<file path="config.mk">
export PLATFORM = sky130hd
export DESIGN_NAME = html_entity_to_utf8_filter
export DESIGN_NICKNAME = d
export VERILOG_FILES = /design/src/sv/hefilt_pkg.sv /design/src/sv/html_entity_to_utf8_filter.sv
export VERILOG_INCLUDE_DIRS = /design/src /design/src/sv
export SDC_FILE = /design/constraint.sdc
export NUM_CORES = 1
export LEC_CHECK = 0
export BUFFER_PORTS_ARGS = -buffer_cell sky130_fd_sc_hd__buf_2
export CORE_MARGIN = 10
export CORE_UTILIZATION = 50
export CTS_CLUSTER_DIAMETER = 60
export DETAILED_ROUTE_END_ITERATION = 10
export PLACE_DENSITY = 0.73
export SLEW_MARGIN = 20
export SYNTH_ARGS = -nofsm -noshare
export SYNTH_HDL_FRONTEND = slang
export SYNTH_SLANG_ARGS = --single-unit
</file>
<file path="constraint.sdc">
create_clock -name clk_i -period 4.3 [get_ports clk_i]
set_input_delay 0.86 -clock clk_i [delete_from_list [all_inputs] [get_ports clk_i]]
set_output_delay 0.86 -clock clk_i [all_outputs]
set_load 0.005 [all_outputs]
</file>
<file path="src/sv/html_entity_to_utf8_filter_assert.svh">
// Assertion macros for the entity filter.
`ifndef HTML_ENTITY_TO_UTF8_FILTER_ASSERT_SVH
`define HTML_ENTITY_TO_UTF8_FILTER_ASSERT_SVH

// Clocked assertion with async low reset disable.
`define HEF_ASSERT(lbl, clk, rst_n, prop) \
  lbl: assert property (@(posedge clk) disable iff (!rst_n) prop) \
    else $error("entity filter assertion failed");

// Same, with a caller message.
`define HEF_ASSERT_MSG(lbl, clk, rst_n, prop, msg) \
  lbl: assert property (@(posedge clk) disable iff (!rst_n) prop) else $error(msg);

`endif

</file>
<file path="src/sv/hefilt_pkg.sv">
`timescale 1ns / 1ps
// ----------------------------------------------------------------------------
// hefilt_pkg
// Types, constants and entity table for the HTML entity to UTF-8 filter.
// ----------------------------------------------------------------------------
package hefilt_pkg;

  localparam int NameBufferDef = 32;
  localparam int NumEntries    = 52;
  localparam int KeepEntries   = 5;

  localparam logic [7:0] ChAmp  = 8'h26;
  localparam logic [7:0] ChSemi = 8'h3B;
  localparam logic [7:0] ChHash = 8'h23;
  localparam logic [39:0] AmpLit = 40'h26616D703B;
  localparam logic [23:0] FffdSeq = 24'hEFBFBD;

  typedef struct packed {
    logic [7:0] in_byte;
    logic       end_of_stream;
  } in_t;

  typedef struct packed {
    logic [7:0] out_byte;
    logic       end_of_run;
  } out_t;

  typedef struct packed {
    logic [47:0] nm;
    logic [2:0]  nlen;
    logic [23:0] seq;
    logic [1:0]  slen;
  } ent_t;

  function automatic ent_t entry(input logic [5:0] k);
    ent_t e;
    e = '{nm: 48'h0, nlen: 3'd0, seq: 24'h0, slen: 2'd0};
    case (k)
      6'd0:  e = '{"amp", 3'd3, 24'h0, 2'd0};
      6'd1:  e = '{"lt", 3'd2, 24'h0, 2'd0};
      6'd2:  e = '{"gt", 3'd2, 24'h0, 2'd0};
      6'd3:  e = '{"quot", 3'd4, 24'h0, 2'd0};
      6'd4:  e = '{"apos", 3'd4, 24'h0, 2'd0};
      6'd5:  e = '{"aelig", 3'd5, 24'h00C3A6, 2'd2};
      6'd6:  e = '{"agrave", 3'd6, 24'h00C3A0, 2'd2};
      6'd7:  e = '{"auml", 3'd4, 24'h00C3A4, 2'd2};
      6'd8:  e = '{"bull", 3'd4, 24'hE280A2, 2'd3};
      6'd9:  e = '{"ccedil", 3'd6, 24'h00C3A7, 2'd2};
      6'd10: e = '{"cent", 3'd4, 24'h00C2A2, 2'd2};
      6'd11: e = '{"copy", 3'd4, 24'h00C2A9, 2'd2};
      6'd12: e = '{"dagger", 3'd6, 24'hE280A0, 2'd3};
      6'd13: e = '{"Dagger", 3'd6, 24'hE280A1, 2'd3};
      6'd14: e = '{"deg", 3'd3, 24'h00C2B0, 2'd2};
      6'd15: e = '{"divide", 3'd6, 24'h00C3B7, 2'd2};
      6'd16: e = '{"eacute", 3'd6, 24'h00C3A9, 2'd2};
      6'd17: e = '{"egrave", 3'd6, 24'h00C3A8, 2'd2};
      6'd18: e = '{"euro", 3'd4, 24'hE282AC, 2'd3};
      6'd19: e = '{"frac12", 3'd6, 24'h00C2BD, 2'd2};
      6'd20: e = '{"frac14", 3'd6, 24'h00C2BC, 2'd2};
      6'd21: e = '{"hellip", 3'd6, 24'hE280A6, 2'd3};
      6'd22: e = '{"laquo", 3'd5, 24'h00C2AB, 2'd2};
      6'd23: e = '{"ldquo", 3'd5, 24'hE2809C, 2'd3};
      6'd24: e = '{"lsquo", 3'd5, 24'hE28098, 2'd3};
      6'd25: e = '{"mdash", 3'd5, 24'hE28094, 2'd3};
      6'd26: e = '{"middot", 3'd6, 24'h00C2B7, 2'd2};
      6'd27: e = '{"minus", 3'd5, 24'hE28892, 2'd3};
      6'd28: e = '{"nbsp", 3'd4, 24'h00C2A0, 2'd2};
      6'd29: e = '{"ndash", 3'd5, 24'hE28093, 2'd3};
      6'd30: e = '{"ntilde", 3'd6, 24'h00C3B1, 2'd2};
      6'd31: e = '{"oelig", 3'd5, 24'h00C593, 2'd2};
      6'd32: e = '{"ouml", 3'd4, 24'h00C3B6, 2'd2};
      6'd33: e = '{"para", 3'd4, 24'h00C2B6, 2'd2};
      6'd34: e = '{"permil", 3'd6, 24'hE280B0, 2'd3};
      6'd35: e = '{"plusmn", 3'd6, 24'h00C2B1, 2'd2};
      6'd36: e = '{"pound", 3'd5, 24'h00C2A3, 2'd2};
      6'd37: e = '{"prime", 3'd5, 24'hE280B2, 2'd3};
      6'd38: e = '{"Prime", 3'd5, 24'hE280B3, 2'd3};
      6'd39: e = '{"raquo", 3'd5, 24'h00C2BB, 2'd2};
      6'd40: e = '{"rdquo", 3'd5, 24'hE2809D, 2'd3};
      6'd41: e = '{"reg", 3'd3, 24'h00C2AE, 2'd2};
      6'd42: e = '{"rsquo", 3'd5, 24'hE28099, 2'd3};
      6'd43: e = '{"sect", 3'd4, 24'h00C2A7, 2'd2};
      6'd44: e = '{"shy", 3'd3, 24'h00C2AD, 2'd2};
      6'd45: e = '{"sup2", 3'd4, 24'h00C2B2, 2'd2};
      6'd46: e = '{"sup3", 3'd4, 24'h00C2B3, 2'd2};
      6'd47: e = '{"szlig", 3'd5, 24'h00C39F, 2'd2};
      6'd48: e = '{"times", 3'd5, 24'h00C397, 2'd2};
      6'd49: e = '{"trade", 3'd5, 24'hE284A2, 2'd3};
      6'd50: e = '{"uuml", 3'd4, 24'h00C3BC, 2'd2};
      6'd51: e = '{"yen", 3'd3, 24'h00C2A5, 2'd2};
      default: e = '{48'h0, 3'd0, 24'h0, 2'd0};
    endcase
    return e;
  endfunction

endpackage

</file>
<file path="src/sv/html_entity_to_utf8_filter.sv">
`timescale 1ns / 1ps
// An accepted byte first moves the filter into its emit state; its result bytes
// then pass through the output register. No new input byte is taken until all N
// result bytes (up to 36 at defaults) leave the single byte sequencer that drives the output register.
// A name byte or an opening '&' yields no result byte and leaves the input ready.
// Reset: asynchronous, active low; clears the name state and the output valid.
// ----------------------------------------------------------------------------
// html_entity_to_utf8_filter
// Filters HTML named entities in a byte stream into UTF-8, one result byte
// per cycle while out_ready_i allows, from a prefix / name / suffix byte sequencer.
// ----------------------------------------------------------------------------
`include "html_entity_to_utf8_filter_assert.svh"

module html_entity_to_utf8_filter #(
  parameter int NAME_BUFFER = hefilt_pkg::NameBufferDef
) (
  input  logic             clk_i,
  input  logic             rst_ni,
  input  logic             in_valid_i,
  output logic             in_ready_o,
  input  hefilt_pkg::in_t  in_data_i,
  output logic             out_valid_o,
  input  logic             out_ready_i,
  output hefilt_pkg::out_t out_data_o
);

  localparam int MaxLen   = NAME_BUFFER - 2;
  localparam int LenW     = $clog2(MaxLen + 1);
  localparam int AddrW    = $clog2(MaxLen);
  localparam int IdxW     = $clog2(MaxLen + 7);
  localparam int NE       = hefilt_pkg::NumEntries;
  localparam int KE       = hefilt_pkg::KeepEntries;

  typedef enum logic {StIdle, StEmit} state_e;

  state_e          state_q, state_d;
  logic            inside_q, inside_d;
  logic [LenW-1:0] len_q, len_d;
  logic [7:0]      store_q [MaxLen];
  logic            wr_en;
  logic [NE-1:0]   match_q, match_d;
  logic [39:0]     pre_q, pre_d;
  logic [2:0]      pre_len_q, pre_len_d;
  logic [LenW-1:0] emit_n_q, emit_n_d;
  logic            suf_v_q, suf_v_d;
  logic [7:0]      suf_q, suf_d;
  logic [IdxW-1:0] idx_q, idx_d;
  logic [IdxW-1:0] total_q, total_d;
  logic            out_valid_q, out_valid_d;
  hefilt_pkg::out_t out_q, out_d;

  logic       accept;
  logic [7:0] c;
  logic       eos;
  logic       name_byte;
  logic [NE-1:0] hit;
  logic       keep;
  logic       found;
  logic [23:0] seq_sel;
  logic [1:0]  slen_sel;
  logic [7:0]  emit_byte;
  logic [2:0]  pidx;
  logic [IdxW-1:0] sub;
  logic        slot_free;

  assign accept    = in_valid_i && in_ready_o;
  assign in_ready_o = (state_q == StIdle);
  assign c         = in_data_i.in_byte;
  assign eos       = in_data_i.end_of_stream;
  assign name_byte = (c >= 8'h61 && c <= 8'h7A) || (c >= 8'h41 && c <= 8'h5A) ||
                     (c >= 8'h30 && c <= 8'h39) || (c == hefilt_pkg::ChHash);
  assign slot_free = !out_valid_q || out_ready_i;

  always_comb begin
    hefilt_pkg::ent_t e;
    logic [2:0] ci;
    seq_sel  = 24'h0;
    slen_sel = 2'd0;
    for (int k = 0; k < NE; k++) begin
      e = hefilt_pkg::entry(6'(k));
      hit[k] = match_q[k] && (len_q == LenW'(e.nlen));
      ci = e.nlen - 3'd1 - len_q[2:0];
      match_d[k] = match_q[k] && (len_q < LenW'(e.nlen)) &&
                   (e.nm[{ci, 3'b000} +: 8] == c);
      if (k >= KE && hit[k]) begin
        seq_sel  = seq_sel | e.seq;
        slen_sel = slen_sel | e.slen;
      end
    end
  end

  assign keep  = ((len_q != '0) && (store_q[0] == hefilt_pkg::ChHash)) || (|hit[KE-1:0]);
  assign found = |hit[NE-1:KE];

  always_comb begin
    state_d   = state_q;
    inside_d  = inside_q;
    len_d     = len_q;
    wr_en     = 1'b0;
    pre_d     = pre_q;
    pre_len_d = pre_len_q;
    emit_n_d  = emit_n_q;
    suf_v_d   = suf_v_q;
    suf_d     = suf_q;
    idx_d     = idx_q;
    total_d   = total_q;
    out_valid_d = out_valid_q && !out_ready_i;
    out_d     = out_q;
    if (accept) begin
      pre_len_d = 3'd0;
      emit_n_d  = '0;
      suf_v_d   = 1'b0;
      suf_d     = c;
      idx_d     = '0;
      priority if (eos) begin
        if (inside_q) begin
          pre_d = hefilt_pkg::AmpLit; pre_len_d = 3'd5; emit_n_d = len_q;
          inside_d = 1'b0; len_d = '0;
        end
      end else if (!inside_q) begin
        if (c == hefilt_pkg::ChAmp) begin
          inside_d = 1'b1; len_d = '0;
        end else begin
          suf_v_d = 1'b1;
        end
      end else if (c == hefilt_pkg::ChSemi) begin
        inside_d = 1'b0; len_d = '0;
        if (keep) begin
          pre_d = 40'(hefilt_pkg::ChAmp); pre_len_d = 3'd1; emit_n_d = len_q;
          suf_v_d = 1'b1; suf_d = hefilt_pkg::ChSemi;
        end else if (found) begin
          pre_d = 40'(seq_sel); pre_len_d = {1'b0, slen_sel};
        end else begin
          pre_d = 40'(hefilt_pkg::FffdSeq); pre_len_d = 3'd3;
        end
      end else if (!name_byte || len_q >= LenW'(MaxLen)) begin
        pre_d = hefilt_pkg::AmpLit; pre_len_d = 3'd5; emit_n_d = len_q;
        len_d = '0;
        if (c == hefilt_pkg::ChAmp) begin
          inside_d = 1'b1;
        end else begin
          inside_d = 1'b0; suf_v_d = 1'b1;
        end
      end else begin
        wr_en = 1'b1;
        len_d = len_q + LenW'(1);
      end
      total_d = IdxW'(pre_len_d) + IdxW'(emit_n_d) + IdxW'(suf_v_d);
      if (total_d != '0) begin
        state_d = StEmit;
      end
    end else if (state_q == StEmit && slot_free) begin
      out_valid_d = 1'b1;
      out_d.out_byte   = emit_byte;
      out_d.end_of_run = (idx_q == total_q - IdxW'(1));
      idx_d = idx_q + IdxW'(1);
      if (idx_q == total_q - IdxW'(1)) begin
        state_d = StIdle;
      end
    end
  end

  always_comb begin
    pidx = pre_len_q - 3'd1 - idx_q[2:0];
    sub  = idx_q - IdxW'(pre_len_q);
    if (idx_q < IdxW'(pre_len_q)) begin
      emit_byte = pre_q[{pidx, 3'b000} +: 8];
    end else if (sub < IdxW'(emit_n_q)) begin
      emit_byte = store_q[sub[AddrW-1:0]];
    end else begin
      emit_byte = suf_q;
    end
  end

  always_ff @(posedge clk_i or negedge rst_ni) begin
    if (!rst_ni) begin
      state_q     <= StIdle;
      inside_q    <= 1'b0;
      len_q       <= '0;
      match_q     <= '0;
      out_valid_q <= 1'b0;
      out_q       <= '0;
      idx_q       <= '0;
      total_q     <= '0;
    end else begin
      state_q     <= state_d;
      inside_q    <= inside_d;
      len_q       <= len_d;
      out_valid_q <= out_valid_d;
      out_q       <= out_d;
      idx_q       <= idx_d;
      total_q     <= total_d;
      if (accept) begin
        match_q <= wr_en ? match_d : '1;
      end
    end
  end

  always_ff @(posedge clk_i) begin
    pre_q     <= pre_d;
    pre_len_q <= pre_len_d;
    emit_n_q  <= emit_n_d;
    suf_v_q   <= suf_v_d;
    suf_q     <= suf_d;
    if (wr_en) begin
      store_q[len_q[AddrW-1:0]] <= c;
    end
  end

  assign out_valid_o = out_valid_q;
  assign out_data_o  = out_q;

  `HEF_ASSERT(a_idx_in_range, clk_i, rst_ni, (state_q == StEmit) |-> (idx_q < total_q))
  `HEF_ASSERT_MSG(a_len_bound, clk_i, rst_ni, len_q <= LenW'(MaxLen), "name too long")
  `HEF_ASSERT(a_name_grows, clk_i, rst_ni, wr_en |=> (len_q == $past(len_q) + LenW'(1)))

endmodule
</file>
# After elaboration in Yosys (flattened, before gate mapping)
# Memory sizes are Yosys's and may differ from the RTL's.
# Cells that the tools add are included.
dict set report op_classes {
  addsub 13
  shift 53
  magnitude_cmp 14
  reduce_logical 183
  n_eq_ne 68
  bitwise 2
  mux 299
}
# cell count
set op_table {}
lappend op_table {{$shiftx 48x7->8 const A} 52}
lappend op_table {{$mux 40} 27}
lappend op_table {{$mux 16} 31}
lappend op_table {{$eq 8x8->1} 52}
lappend op_table {{$mux 24} 17}
lappend op_table {{$mux 5} 43}
lappend op_table {{$logic_and 1x1->1} 163}
lappend op_table {{$mux 8} 17}
lappend op_table {{$mux 2} 48}
lappend op_table {{$mux 1} 83}
lappend op_table {{$mux 3} 27}
lappend op_table {{$mux 52} 1}
lappend op_table {{$reduce_or 47->1} 1}
lappend op_table {{$shiftx 40x7->8} 1}
lappend op_table {{$eq 8x6->1 const B} 4}
lappend op_table {{$mux 6} 3}
lappend op_table {{$mux 9} 2}
lappend op_table {{$ge 8x7->1 const B} 2}
lappend op_table {{$le 8x7->1 const B} 2}
lappend op_table {{$eq 5x3->1 const B} 3}
lappend op_table {{$lt 5x3->1 const B} 3}
lappend op_table {{$eq 5x2->1 const B} 2}
lappend op_table {{$lt 5x2->1 const B} 2}
lappend op_table {{$reduce_and 3->1} 3}
lappend op_table {{other kinds (32)} 43}
dict set report totals {
  ram_bits 240
  regBits 137
  n_memories 1
}
# memory depth word_bits rd rd_clocked_by_memory_dff wr line
set memory_table {}
lappend memory_table {store_q 30 8 2 0 1 html_entity_to_utf8_filter.sv:39} ;# logic [7:0] store_q [MaxLen];

# Depth between registers and ports, before layout
# Gate-level depths: netlist of the first run.
dict set report logic_depth {
  ltp_word 75
  depth_mapped 17
  depth_no_buf 15
}

# Worst setup path before layout of the first run
# Ideal clock, no wire load.
dict set report synth_path {
  path_kind {register to register}
  start {register len_q[1]}
  end {register state_q}
  setup_ps 104
  path_slack_ps 386
  arrival_time_ps 3810
  n_path_buf 1
  path_stages_with_launch 15
  required_time_ps 4196
  period_less_slack_ps 3914
  path_cell_list {dfrtp_1 > buf_1 > inv_1 > ha_1 > nor4bb_2 > a222oi_1 > o2111a_2 > a21oi_2 > fa_1 > fa_1 > a21oi_1 > nor2_1 > nand3_1 > o2111ai_1 > o311ai_1}
}
dict set report synth_between {
  elab_chain_cells 74
}
# element line
set synth_rtl {}
lappend synth_rtl {{start, declared} html_entity_to_utf8_filter.sv:38} ;# logic [LenW-1:0] len_q, len_d;
lappend synth_rtl {{start signal, assigned} html_entity_to_utf8_filter.sv:188} ;# len_q <= len_d;
lappend synth_rtl {{$eq 5x3->1} html_entity_to_utf8_filter.sv:81} ;# hit[k] = match_q[k] && (len_q == LenW'(e.nlen));
lappend synth_rtl {{$logic_and 1x1->1} html_entity_to_utf8_filter.sv:81}
lappend synth_rtl {{$mux 2 (47 in a row)} html_entity_to_utf8_filter.sv:85} ;# if (k >= KE && hit[k]) begin
lappend synth_rtl {{$mux 2} html_entity_to_utf8_filter.sv:131} ;# end else if (found) begin
lappend synth_rtl {{$mux 3} html_entity_to_utf8_filter.sv:128} ;# if (keep) begin
lappend synth_rtl {{$mux 3} html_entity_to_utf8_filter.sv:126} ;# end else if (c == hefilt_pkg::ChSemi) begin
lappend synth_rtl {{$mux 3} html_entity_to_utf8_filter.sv:120} ;# end else if (!inside_q) begin
lappend synth_rtl {{$mux 3} html_entity_to_utf8_filter.sv:115} ;# priority if (eos) begin
lappend synth_rtl {{(+12 left out)} n/a}
lappend synth_rtl {{$mux 3} html_entity_to_utf8_filter.sv:109} ;# if (accept) begin
lappend synth_rtl {{$mux 3} html_entity_to_utf8_filter.sv:115}
lappend synth_rtl {{$mux 3} html_entity_to_utf8_filter.sv:109}
lappend synth_rtl {{$add 3x5->6} html_entity_to_utf8_filter.sv:148} ;# total_d = IdxW'(pre_len_d) + IdxW'(emit_n_d) + IdxW'(suf_v_d);
lappend synth_rtl {{$add 6x1->6 (*)} html_entity_to_utf8_filter.sv:148}
lappend synth_rtl {{$reduce_bool 6->1 (*)} html_entity_to_utf8_filter.sv:149} ;# if (total_d != '0) begin
lappend synth_rtl {{$ne 2x1->1 (no line) (*)} n/a}
lappend synth_rtl {{$reduce_and 3->1 (no line) (*)} n/a}
lappend synth_rtl {{end signal, assigned} html_entity_to_utf8_filter.sv:177} ;# state_q <= StIdle;
lappend synth_rtl {{end signal, assigned} html_entity_to_utf8_filter.sv:186} ;# state_q <= state_d;
lappend synth_rtl {{end, declared} html_entity_to_utf8_filter.sv:36} ;# state_e state_q, state_d;
# Every way passes the cells marked *; elsewhere a longest branch is shown, timed or not. The select of a mux whose other input is x is not followed.
# A chain may end at the register's enable or synchronous reset.

# Final worst setup path of the first run
dict set report layout_path {
  start {register len_q[0]}
  end {register state_q}
}
# Same word-level chain as after synthesis.

==> impl_metrics.ini, run 1 <==
[run_status]
status = finished, final reports clean

[setup_path]
cp-end-kind = flip-flop
critPathRequiredTime_ns = 4.74
cp_max_fo = 15
cp-start-kind = flip-flop
path_class = flip-flop to flip-flop
critical_path_arrival_ns = 4.45
rr_worst_depth = 14

[sta]
worst_slew_pin_slew_ns = 1.05
rsz0062_at_grt = false
hold_ws_ns = 0.430
finalHoldViolations = 0
min_period_over_period = 0.934
fin_worst_skew_ns = 0.0128
relSlewSlack = 0.300
timing.setup.tns_ns = 0
period_needed_ns = 4.02
setup_viol = 0
fmaxAchievable_ghz = 0.249
maxSlewViolCount = 0

[floorplanning]
die_area_um2 = 46200
num_io_pins = 24
core_region_area_um2 = 37600
rows = 71
start_util = 0.506
dieHeight_um = 215
die_w_um = 215

[power]
power_frac_seq = 0.363
p_switching_mw = 4.12
p_int_mw = 7.67
p_leak_nw = 7.47
p_per_area_nw_per_um2 = 560
p_clk_frac = 0.275
p_comb_frac = 0.363
max-vdd-ir-drop_uv = 434
swShare = 0.350

[synthesis]
synth_cell_types = 95
ys_seq_area_frac = 0.537
synth_area_per_cell_um2 = 11.7
synth_seq_cells = 353
yosysTopAreaCell = edfxtp_1
syn_nets = 1666
synth.cell_area_um2 = 19000
synth_area_leaders = edfxtp_1 (43%), dfrtp_1 (11%), mux4_2 (6.9%)
synth-edff-count = 272
synthFlopType = edfxtp_1
syn_inst = 1621
synth_top_area_share = 0.430
async_reset_ff_frac = 0.229
yosys_warnings = 0

[global_route]
grt_pass1_wl_um = 82800
grt_max_degree = 79
gr-total-overflow = 0
grt_use_total = 0.228
antenna_found_initial = 1
grt_pass1_vias = 13500

[routing]
ant_nets = 0
vias_per_cell = 6.27
drt_pass1_iterations = 6
drt-initial-drc-count = 1503
drc = 0
routed_wirelength_um = 53400
wl_per_cell_um = 24.5
via_count = 13600

[cts]
cts_made_buffers = 35
postCtsHoldBufs = 0
clock_path_buffers = 3
cts_sinks = 353
root_buffer = clkbuf_16
htreeDepth = 2
cts_tree = done
clkTransAtPathRegs_ns = 0.07
clk_latency_ns = 0.53

[run]
max-cap-violations = 0

[final_layout]
antenna_cells = 0
finish.utilization = 0.561
area.growth.synth_to_final_pct = 10.9
drive_above_1_share = 0.161
fin_nets = 1683
final_cell_area_um2 = 21100

[placed_design]
place_area_um2 = 19800
hpwl_um = 37300
portBuffers = 23
gp_routability_congestion = 0.959

[hold_path]
hp-class = primary input to async pin
final timing paths:
kind                       slack [ns]                       from                        end
setup / recovery                 0.28       len_q[0]$_DFFE_PN0P_        state_q$_DFFE_PN0P_
hold / removal                   0.43                     rst_ni       idx_q[1]$_DFFE_PN0P_
setup reg to reg                 0.28       len_q[0]$_DFFE_PN0P_        state_q$_DFFE_PN0P_
hold reg to reg                  0.48  out_data_o[0]$_DFFE_PN0P_  out_data_o[0]$_DFFE_PN0P_
max in group asynchronous        3.06                     rst_ni    match_q[45]$_DFFE_PN0P_
min in group clk_i               0.48  out_data_o[0]$_DFFE_PN0P_  out_data_o[0]$_DFFE_PN0P_
cells by family (layout without fill, tap and decap cells):
kind of cell | after synthesis | after routing | synth area share
adders and majority gates | 32 | 32 | 0.0223
muxes | 97 | 97 | 0.0898
DFF | 353 | 353 | 0.537
buffers and inverters | 174 | 217 | 0.0412
AOI/OAI and AO/OA | 338 | 338 | 0.118
and+or+nand+nor | 516 | 516 | 0.141
xor gates and xnor gates | 111 | 111 | 0.0512
layer usage:
metal / global-route usage / vias to the layer above / wire length (um)
met5: 0 / - / 0
met4: 0.0903 / 0 / 2210
met3: 0.0308 / 126 / 3550
met2: 0.386 / 609 / 26400
met1: 0.292 / 6771 / 21200
li1: - / 6142 / -
power by group through the flow:
stage	logic, mW	clock network (mW)	registers, mW
2_1_floorplan	2.99	0	4.21
5_1_grt	4.60	3.41	4.31
3_3_place_gp	4.17	0	4.33
3_5_place_dp	4.26	0	4.34
6_report	4.28	3.24	4.28
4_1_cts	4.30	3.28	4.27
synthesized netlist by cell type (7+ instances only):
library cell,count
ha_1,29
nor3b_1,10
mux4_2,58
o21ai_1,13
mux2i_1,31
nor3_1,53
nor2_1,128
buf_1,15
xor2_1,36
edfxtp_1,272
a21oi_1,61
o2111ai_1,8
a22oi_1,10
and3_1,22
and2_1,9
o211ai_1,8
a21o_1,7
inv_1,46
o31ai_1,10
mux2_2,8
or3_1,14
buf_4,8
dfrtp_1,81
nand4_1,14
nor2b_1,25
buf_2,48
nand3_1,43
a2111oi_0,7
o21a_1,7
o22ai_1,16
clkbuf_1,49
xnor2_1,75
o21ai_0,82
o32ai_1,12
a31oi_1,39
nor4b_1,11
nand2_1,127
nor4_1,14
what timing repair did:
action                                  4_1_cts  5_1_grt
buffers inserted                              0        0
endpoints found under the setup margin        0        2
gates resized for setup                       0        1
placed cells by master (no fill, tap or decap), types with 16 or more instances in the layout:
| cell type | instances |
|---|---|
| a21oi_1 | 60 |
| a31oi_1 | 39 |
| and3_1 | 22 |
| buf_2 | 19 |
| buf_4 | 83 |
| clkbuf_16 | 36 |
| dfrtp_1 | 81 |
| edfxtp_1 | 272 |
| ha_1 | 28 |
| inv_1 | 45 |
| mux2i_1 | 31 |
| mux4_2 | 58 |
| nand2_1 | 126 |
| nand3_1 | 43 |
| nor2_1 | 127 |
| nor2b_1 | 25 |
| nor3_1 | 53 |
| o21ai_0 | 82 |
| o22ai_1 | 16 |
| xnor2_1 | 75 |
| xor2_1 | 36 |
worst max-delay path, stage by stage (launching register included):
cell and delay [ns]:
dfrtp_1 0.41, ha_1 0.23, buf_4 0.17, nor4bb_2 0.16, buf_4 0.20, a222oi_1 0.63
o2111a_2 0.39, a21oi_2 0.09, fa_1 0.47, fa_1 0.41, a21oi_1 0.19, nor2_1 0.10
nand3_1 0.09, o2111ai_1 0.11, o311ai_1 0.25
area by class of cell:
cell class              instances  area [um2]
well taps                     511         639
flip-flops and latches        353       10200
clock buffers                  43         967
clock inverters                20         258
inverters                      49         186
repair buffers                105         778
fillers                      3062       16500
multi-input cells            1094        8050
registers in the layout, indices dropped and copies added, names as in the netlist:
signal,count
state_q,1
len_q,5
store_q,240
idx_q,6
inside_q,1
out_valid_o,1
suf_q,8
emit_n_q,5
total_q,6
pre_q,16
out_data_o,9
pre_len_q,3
match_q,52
through the flow:
step	setup slack, ns	power [mW]	cells
floorplan	0.386	7.20	1621
global placement	0.232	8.50	2112
detailed placement	0.103	8.60	2112
CTS	0.229	11.8	2175
global route	0.0593	12.3	2175
finish	0.284	11.8	2175
Power figures use the tool's default switching activity.
==> inputs of run 2 (changes only) <==
--- a/config.mk
+++ b/config.mk
@@ -9,9 +9,10 @@
 export BUFFER_PORTS_ARGS = -buffer_cell sky130_fd_sc_hd__buf_2
 export CORE_MARGIN = 10
 export CORE_UTILIZATION = 50
+export CTS_BUF_LIST = sky130_fd_sc_hd__clkbuf_4 sky130_fd_sc_hd__clkbuf_8
 export CTS_CLUSTER_DIAMETER = 60
 export DETAILED_ROUTE_END_ITERATION = 10
-export PLACE_DENSITY = 0.73
+export PLACE_DENSITY = 0.7
 export SLEW_MARGIN = 20
 export SYNTH_ARGS = -nofsm -noshare
 export SYNTH_HDL_FRONTEND = slang
==> run 2 against run 1 <==
Cell count grew 2.1%. Clock power shrank 2%. Non-clock buffer count is the same. Wire length grew 5.6%. Utilization grew 0.090 points. Worst setup slack lost 0.031 ns. Sequential power is essentially flat. Combinational power grew 0.9%.
==> impl_metrics.ini, run 2 (same netlist as run 1, synthesis figures left out) <==
[floorplanning]
rows = 71
core_region_area_um2 = 37600
die_w_um = 215
start_util = 0.506
die_area_um2 = 46200
dieHeight_um = 215
num_io_pins = 24

[sta]
relSlewSlack = 0.286
worst_slew_pin_slew_ns = 1.04
hold_ws_ns = 0.327
maxSlewViolCount = 0
finalWorstSetupSlack_ns = 0.252
fin_worst_skew_ns = 0.0440
min_period_over_period = 0.941
timing.setup.tns_ns = 0
setup_viol = 0
rsz0062_at_grt = false
fmaxAchievable_ghz = 0.247
finalHoldViolations = 0
period_needed_ns = 4.05

[run]
max-cap-violations = 0

[placed_design]
hpwl_um = 38800
pre_cts_ws_ns = 0.0534
portBuffers = 23
gp_routability_congestion = 0.981
place_area_um2 = 19800

[final_layout]
drive_above_1_share = 0.182
largest_register_ffs = 240
mostFrequentLayoutCells = edfxtp_1 (272), nor2_1 (127), nand2_1 (126), buf_4 (84), o21ai_0 (82)
area.growth.synth_to_final_pct = 11.1
mostFrequentLayoutCell = edfxtp_1
multiInputGateArea_um2 = 8050
fill_cells = 3115
fin_nets = 1705
final_cell_area_um2 = 21100
regArea_um2 = 10200
finish.utilization = 0.562

[run_status]
status = finished, final reports clean

[cts]
root_buffer = clkbuf_8
cts_sinks = 353
cts_made_buffers = 57
clk_latency_ns = 0.64
htreeDepth = 2
clock_path_buffers = 3
clkTransAtPathRegs_ns = 0.07
cts_tree = done
postCtsHoldBufs = 0

[routing]
routed_wirelength_um = 56400
vias_per_cell = 6.29
drt-initial-drc-count = 1649
wl_per_cell_um = 25.4
drc = 0
via_count = 14000
drt_pass1_iterations = 7
ant_nets = 0

[global_route]
antenna_found_initial = 1
grt_busiest_layer = met2
grt_use_total = 0.242
grt_use_met2 = 0.377
grt_pass1_vias = 13800
gr-total-overflow = 0
grt_pass1_wl_um = 87100
grt_max_degree = 74
grt_use_met1 = 0.328
grt.met3_usage = 0.0472

[setup_path]
cp_max_fo = 16
critical_path_arrival_ns = 4.55
cp-start-kind = flip-flop
cp_slowest_cell = or3_4
worstPathCellList = buf_4 -> or3_4 -> o211ai_2 -> o211a_1 -> a22oi_2 -> o21ai_1 -> nor2_1 -> fa_1 -> fa_1 -> a21oi_1 -> nor2_1 -> nand3_1 -> o2111ai_1 -> o311ai_1
path_class = flip-flop to flip-flop
cp-end-kind = flip-flop
slowest_delay_ns = 0.51
critPathRequiredTime_ns = 4.80

[hold_path]
hp-class = primary input to async pin

[power]
p_leak_nw = 7.54
max-vdd-ir-drop_uv = 310
p_per_area_nw_per_um2 = 558
run 2: stage by stage:
stage	power, mW	std cells
after floorplan	7.20	1621
after global placement	8.58	2111
after detailed placement	8.65	2111
after CTS	11.8	2219
after global routing	12.4	2221
final	11.8	2221
run 2: metal layers:
metal / up-vias / routed length [um]
met5: - / 0
met4: 0 / 1890
met3: 133 / 4940
met2: 737 / 26400
met1: 6900 / 23100
li1: 6202 / -
run 2: worst paths after layout:
kind	from	end	slack (ns)	depth (start not counted)
setup / recovery	len_q[4]$_DFFE_PN0P_	state_q$_DFFE_PN0P_	0.25	14
hold / removal	rst_ni	match_q[40]$_DFFE_PN0P_	0.33	1
setup reg to reg	len_q[4]$_DFFE_PN0P_	state_q$_DFFE_PN0P_	0.25	14
hold reg to reg	out_data_o[0]$_DFFE_PN0P_	out_data_o[0]$_DFFE_PN0P_	0.47	1
max in group asynchronous	rst_ni	inside_q$_DFFE_PN0P_	3.07	2
min in group clk_i	out_data_o[0]$_DFFE_PN0P_	out_data_o[0]$_DFFE_PN0P_	0.47	1
run 2: final cells by class:
| cell class | count | area share |
|---|---|---|
| flip-flops and latches | 353 | 0.483 |
| multi-input cells | 1094 | 0.381 |
| clock buffers | 83 | 0.0488 |
| repair buffers | 105 | 0.0363 |
| well taps | 511 | 0.0303 |
| clock inverters | 25 | 0.0113 |
| inverters | 49 | 0.00883 |
| diodes | 1 | 0.000119 |
run 2: report_power, final:
group          internal [mW]  switching, mW  leakage, nW
clock                   1.79           1.37        0.670
sequential              3.97          0.323         3.42
combinational           1.76           2.56         3.45
run 2: worst max-delay path, delay by kind of cell, from the launching register on:
kind,cells,cell delay (ns)
flip-flops,1,0.50
buffers and inverters,1,0.27
AO/OA/AOI/OAI,7,1.45
adder cells (fa/ha/maj),2,0.89
AND/OR/NAND/NOR,4,0.81
run 2: timing repair:
item                       in CTS  in global routing
setup endpoints to repair       0                  2
gates resized for setup         0                  1
setup buffers                   0                  1
